### src/acdd_pkg.sv
// ----------------------------------------------------------------------------
// acdd_pkg
// Shared widths, constants, codes and types of the Ackermann differential
// drive block: tangent table, register indexes, sequencer states.
// ----------------------------------------------------------------------------
`default_nettype none

package acdd_pkg;

  // field widths
  localparam int BASE_W     = 15;
  localparam int ANG_W      = 7;
  localparam int DUTY_W     = 14;
  localparam int ALIM_W     = 6;
  localparam int GEOM_W     = 10;
  localparam int CFG_IDX_W  = 3;
  localparam int CFG_DATA_W = 14;

  // default steering span in degrees that maps to the full servo swing
  localparam int ANGLE_SPAN_DEF = 45;

  // shared multiplier
  localparam int MUL_W  = 24;
  localparam int PROD_W = 2 * MUL_W;

  // shared divider: dividend and divisor widths
  localparam int DVD_W = 27;
  localparam int DVS_W = 10;

  // ratio r in Q2.16, magnitude saturates just below 4.0
  localparam int FRAC_W = 16;
  localparam int RQ_W   = 18;
  localparam logic [RQ_W-1:0] R_MAX = '1;

  // wheel speed after dropping the fraction
  localparam int SP_W = PROD_W - FRAC_W;

  // magnitude of servo span times clamped angle
  localparam int SRV_PROD_W = 20;

  // servo duty intermediate, signed
  localparam int SDUTY_W = SRV_PROD_W + 2;

  // tangent table, Q2.14, whole degrees 0..64
  localparam int TAN_W    = 16;
  localparam int TAN_LAST = 64;
  localparam int TAN_IDX_W = 7;
  localparam logic [TAN_W-1:0] TAN_Q14 [TAN_LAST+1] = '{
    16'd0,     16'd286,   16'd572,   16'd859,   16'd1146,  16'd1433,  16'd1722,
    16'd2012,  16'd2303,  16'd2595,  16'd2889,  16'd3185,  16'd3483,  16'd3783,
    16'd4085,  16'd4390,  16'd4698,  16'd5009,  16'd5323,  16'd5641,  16'd5963,
    16'd6289,  16'd6620,  16'd6955,  16'd7295,  16'd7640,  16'd7991,  16'd8348,
    16'd8712,  16'd9082,  16'd9459,  16'd9845,  16'd10238, 16'd10640, 16'd11051,
    16'd11472, 16'd11904, 16'd12346, 16'd12801, 16'd13268, 16'd13748, 16'd14242,
    16'd14752, 16'd15278, 16'd15822, 16'd16384, 16'd16966, 16'd17570, 16'd18196,
    16'd18848, 16'd19526, 16'd20233, 16'd20971, 16'd21742, 16'd22551, 16'd23399,
    16'd24290, 16'd25229, 16'd26220, 16'd27268, 16'd28378, 16'd29557, 16'd30814,
    16'd32155, 16'd33592
  };

  // configuration register indexes
  typedef enum logic [CFG_IDX_W-1:0] {
    REG_SERVO_CENTER = 3'd0,
    REG_SERVO_LEFT   = 3'd1,
    REG_SERVO_RIGHT  = 3'd2,
    REG_SERVO_ANGLE  = 3'd3,
    REG_MOTOR_LIMIT  = 3'd4,
    REG_TRACK_WIDTH  = 3'd5,
    REG_WHEEL_BASE   = 3'd6
  } cfg_reg_t;

  // sequencer states
  typedef enum logic [3:0] {
    ST_IDLE,
    ST_SERVO_MUL,
    ST_SERVO_RECIP,
    ST_SERVO_FIN,
    ST_RATIO_MUL,
    ST_RATIO_DIV,
    ST_RATIO_WAIT,
    ST_LEFT_MUL,
    ST_LEFT_FIN,
    ST_RIGHT_MUL,
    ST_RIGHT_FIN,
    ST_OUT
  } state_t;

  // divider status toward the sequencer
  typedef struct packed {
    logic busy;
    logic done;
  } div_stat_t;

  // one wheel: direction and duty magnitude
  typedef struct packed {
    logic              dir;
    logic [DUTY_W-1:0] pwm;
  } wheel_t;

endpackage

`default_nettype wire

### src/acdd_div.sv
// ----------------------------------------------------------------------------
// acdd_div
// Unsigned radix-2 restoring divider, one quotient bit per cycle; done
// pulses for one cycle with the quotient.
// ----------------------------------------------------------------------------
`default_nettype none

module acdd_div import acdd_pkg::*; #(
  parameter int DVD_W_P = DVD_W,
  parameter int DVS_W_P = DVS_W
) (
  input  wire logic               clk,
  input  wire logic               rst,
  input  wire logic               start,
  input  wire logic [DVD_W_P-1:0] dividend,
  input  wire logic [DVS_W_P-1:0] divisor,
  output logic [DVD_W_P-1:0]      quotient,
  output div_stat_t               stat
);

  localparam int CNT_W = $clog2(DVD_W_P + 1);

  logic [DVD_W_P-1:0] quo;
  logic [DVS_W_P-1:0] rem;
  logic [DVS_W_P-1:0] dvs;
  logic [CNT_W-1:0]   cnt;
  logic               done;

  logic [DVS_W_P:0]   shifted;
  logic [DVS_W_P:0]   diff;
  logic               fits;

  // one trial subtract per cycle
  always_comb begin
    shifted = {rem, quo[DVD_W_P-1]};
    diff    = shifted - {1'b0, dvs};
    fits    = (shifted >= {1'b0, dvs});
  end

  // control
  always_ff @(posedge clk) begin
    if (rst) begin
      cnt  <= '0;
      done <= 1'b0;
    end else begin
      done <= (cnt == CNT_W'(1));
      if (start) begin
        cnt <= CNT_W'(DVD_W_P);
      end else if (cnt != '0) begin
        cnt <= cnt - CNT_W'(1);
      end
    end
  end

  // datapath
  always_ff @(posedge clk) begin
    if (start) begin
      quo <= dividend;
      rem <= '0;
      dvs <= divisor;
    end else if (cnt != '0) begin
      quo <= {quo[DVD_W_P-2:0], fits};
      rem <= fits ? diff[DVS_W_P-1:0] : shifted[DVS_W_P-1:0];
    end
  end

  assign quotient  = quo;
  assign stat.busy = (cnt != '0);
  assign stat.done = done;

endmodule

`default_nettype wire

### config.mk
export PLATFORM = sky130hd
export DESIGN_NAME = acdd_div
export DESIGN_NICKNAME = d
export VERILOG_FILES = /design/src/acdd_pkg.sv /design/src/acdd_div.sv
export SDC_FILE = /design/constraint.sdc
export NUM_CORES = 1
export LEC_CHECK = 0
export BUFFER_PORTS_ARGS = -buffer_cell sky130_fd_sc_hd__buf_4
export CAP_MARGIN = 10
export CORE_MARGIN = 5
export CORE_UTILIZATION = 50
export DETAILED_ROUTE_END_ITERATION = 7
export PLACE_DENSITY = 0.76
export SLEW_MARGIN = 20
export SYNTH_ARGS = -nofsm -noshare
export SYNTH_HDL_FRONTEND = slang
export SYNTH_SLANG_ARGS = --single-unit
### constraint.sdc
create_clock -name clk -period 7 [get_ports clk]
set_clock_uncertainty 0.15 [all_clocks]
set_input_delay 0.7 -clock clk [delete_from_list [all_inputs] [get_ports clk]]
set_output_delay 0.7 -clock clk [all_outputs]
set_load 0.02 [all_outputs]
# Yosys cells after proc, flatten, opt, wreduce, memory -nomap -nowiden
# Cells that the tools add are included.
[word_totals]
register_bits = 53
inputBits = 40
wordCells = 18
[classes]
addsub = 2
n_lt_le_gt_ge = 1
mux = 5
n_reduce_logical = 3
n_eq_ne = 1
[op_table]
columns = ["operator", "n"]
rows = [
  ["$mux W27", 2],
  ["$ge A11 B10 Y1", 1],
  ["$mux W10", 1],
  ["$mux W5", 2],
  ["$sub A10 B10 Y10", 1],
  ["$eq A5 B1 Y1 const B", 1],
  ["$reduce_bool A5 Y1", 1],
  ["$sub A5 B1 Y5 const B", 1],
  ["$reduce_bool A2 Y1", 1],
  ["$reduce_or A2 Y1", 1],
]

# Logic depth before layout (Yosys ltp)
[depth]
word_depth = 3
depth_mapped = 10
ltp_nobuf = 10

# Least setup slack after synthesis
# OpenSTA, ideal clock, no wires.
[synth_path]
path_type = "input to register"
start = "in start"
end = "reg quo[0] (netlist: quotient[0]), enable pin"
slack_ps = 4623
required_ps = 6462
arrival_ps = 1839
path_stages = 3
n_path_buf = 2
setup_ps = 388
cell_sequence = "clkbuf_8 -> clkbuf_1 -> nand2b_1"
[synth_via]
elab_chain_cells = 1
[synth_rtl]
columns = ["item", "line", "source"]
rows = [
  ["from (decl)", "acdd_div.sv:14", "input wire logic start,"],
  ["$reduce_bool A2 Y1 (no line)", "-", ""],
  ["to (signal assigned)", "acdd_div.sv:58", "quo <= dividend;"],
  ["to (signal assigned)", "acdd_div.sv:62", "quo <= {quo[DVD_W_P-2:0], fits};"],
  ["to (decl)", "acdd_div.sv:23", "logic [DVD_W_P-1:0] quo;"],
]
# Every way passes these cells.
# A chain may end at the register's enable or synchronous reset.

==> summary.txt <==
crit end category: output port
crit-path max FO: 18
clock tree buffer depth: 2
drt drc: 0
area of the multi-input gates: 1200 sq um
Setup Buffers After CTS: 0
#FFs+latches synth: 53
antenna fix cells: 0
per-cell routed wire length: 14.9 um
row count: 27
post-CTS resize count: 0
clk sinks: 53
first-pass GRT wire length: 9.52 mm
ys async rst share: 0
Slew Viols, Final: 0
EDFF count, synth: 37
Max-Cap Viols: 0
core box area: 5440 sq um
fillcell total: 441
pwr dens: 285 nW/um^2
endpoints failing setup: 0
hold path depth: 2
Final Wtd Congestion: 0.886
initial antenna violation count: 0
Die ar.: 7110 sq um
CTS tree: built
die span in y: 84.3 um
peak supply drop: 0.000151 V
IO Pins: 69
CP required: 6.15 ns
Worst Setup Start Kind: register
Min-Delay Path Class: reg -> reg
WP data arrival: 2.21 ns
GRT Resource Usage Total: 0.164
post-detail-place hpwl: 3.98 mm
Clk pwr share: 0.218
Final ANT Viol Nets: 0
syn avg cell area: 11.9 sq um
P&R area growth vs syn: 22.9%
largest net degree at the start of global routing: 56
Sw Ratio: 0.325
P_sw: 0.315 mW
GRT overflow: 0
vias after detailed routing: 2000
setup slack at placement: 4.26 ns
final worst slack: 3.94 ns
outcome: finished clean
sequential fraction of the synthesis area: 0.518
IO buf count: 68
min Tclk post-route: 3.06 ns
H-tree level count: 2
Total Wirelength: 5.52 mm
yosys warns: 0
Flop pwr share: 0.435
Int Pwr: 0.655 mW
Leak: 1.45 nW
register area: 1430 sq um
worst skew pair latency: 0.31 ns
cell count of the worst reg-to-reg path: 8
nets: 350
unrepaired setup endpoints after global routing: false
Mapped Area: 2760 sq um
number of global-route vias before repair: 2068
layout cell share with drive strength beyond 1: 0.372
ys flop type: edfxtp_1
synth unique cells: 52
die width: 84.3 um
syn nets: 285
clock root cell: clkbuf_8
CTS Buf Count: 5
Clk pin slew, worst setup/hold paths: 0.10 ns
Setup TNS Final: 0 ns
Tcrit/Tclk final: 0.437
Mapped Cells: 232
critical path class: reg -> out
initial detailed-routing violation count: 112
Slew headroom: 0.501
Initial Utilization: 0.508
hold bufs inserted after CTS: 0
Hold Violations, Final: 0
Via density: 5.41
f_max: 327 MHz
worst-margin pin slew: 0.749 ns
drt first pass iters: 4
Comb power frac: 0.347
critical path, stage by stage (launching register included):
cell      delay (ns)
dfxtp_1         0.35
inv_1           0.07
ha_1            0.19
and2_1          0.40
clkinv_1        0.54
buf_4           0.34
cell usage after synthesis (2+ instances only):
cell	count	area, sq um
a211oi_1	9	67.6
dfxtp_1	16	320
ha_1	12	150
mux2_2	27	304
clkbuf_1	3	11.3
mux2i_1	5	50.1
nand2_1	8	30.0
nor2b_1	3	18.8
a21oi_1	8	40.0
inv_1	14	52.6
nor2_1	25	93.8
a311oi_1	2	17.5
nor3_1	10	50.1
xnor2_1	4	35.0
a21o_1	2	15.0
o21ai_0	6	30.0
clkbuf_8	3	41.3
nor4_1	2	12.5
o21a_1	3	22.5
or3_1	2	12.5
edfxtp_1	37	1110
cell families (layout without fill, tap and decap cells):
logic type,count (synthesis),in the layout,share of synthesized area
buffers and inverters,25,91,0.0498
XOR/XNOR,5,5,0.0159
AO/OA/AOI/OAI,44,44,0.120
flip-flops,53,53,0.518
multiplexers,32,32,0.128
AND/OR/NAND/NOR,60,60,0.107
adder cells (fa/ha/maj),13,13,0.0616
routing by layer:
| layer | track usage | routed length, um | vias to the layer above |
|---|---|---|---|
| met5 | 0 | 0 | - |
| met4 | 0.0489 | 81 | 0 |
| met3 | 0.0550 | 435 | 8 |
| met2 | 0.263 | 2570 | 59 |
| met1 | 0.212 | 2430 | 943 |
| li1 | - | - | 990 |
per-stage QoR:
| step | utilization | cell area [sq um] | hold slack (ns) | power (mW) | std cells |
|---|---|---|---|---|---|
| after floorplan | - | 2760 | 0.308 | 0.671 | 232 |
| after global placement | 0.603 | 3280 | 0.328 | 0.761 | 362 |
| after detailed placement | 0.604 | 3280 | 0.332 | 0.765 | 362 |
| after CTS | 0.624 | 3400 | 0.356 | 0.977 | 370 |
| after global routing | 0.624 | 3400 | 0.393 | 1.04 | 370 |
| final | 0.624 | 3400 | 0.349 | 0.969 | 370 |
path summary, 6_finish.rpt:
check	start	to	slack [ns]
max	cnt[0]	stat[1]	3.94
min	cnt[4]	cnt[4]	0.35
min reg2reg	cnt[4]	cnt[4]	0.35
max reg2reg	dvs[1]	rem[0]	4.27
area by class of cell:
class	instances	area share
Clock inverter	2	0.0114
Sequential cell	53	0.422
Inverter	15	0.0166
Clock buffer	6	0.0214
Multi-Input combinational cell	154	0.352
Tap cell	72	0.0265
Timing Repair Buffer	68	0.150
cell usage in the layout, fill, tap and decap left out, types with 2 or more instances in the layout:
| master | netlist | layout |
|---|---|---|
| inv_1 | 14 | 14 |
| a211oi_1 | 9 | 9 |
| xnor2_1 | 4 | 4 |
| nor2b_1 | 3 | 3 |
| mux2i_1 | 5 | 5 |
| edfxtp_1 | 37 | 37 |
| nor3_1 | 10 | 10 |
| a311oi_1 | 2 | 2 |
| mux2_2 | 27 | 27 |
| a21oi_1 | 8 | 8 |
| ha_1 | 12 | 12 |
| or3_1 | 2 | 2 |
| nand2_1 | 8 | 8 |
| nor2_1 | 25 | 25 |
| o21ai_0 | 6 | 6 |
| dfxtp_1 | 16 | 16 |
| buf_4 | 1 | 68 |
| clkbuf_8 | 3 | 5 |
| o21a_1 | 3 | 3 |
| a21o_1 | 2 | 2 |
| nor4_1 | 2 | 2 |
sequential cells by signal, summed over array words and instances (netlist names):
signal	flops
done	1
quotient	27
cnt	5
dvs	10
rem	10
power by group through the flow:
stage               combinational [mW]  clock [mW]  sequential (mW)
floorplan                        0.218           0            0.453
global placement                 0.332           0            0.430
detailed placement               0.336           0            0.428
CTS                              0.339       0.216            0.422
global route                     0.378       0.231            0.429
finish                           0.336       0.212            0.422
No activity file was read; power rests on OpenSTA's default activity.
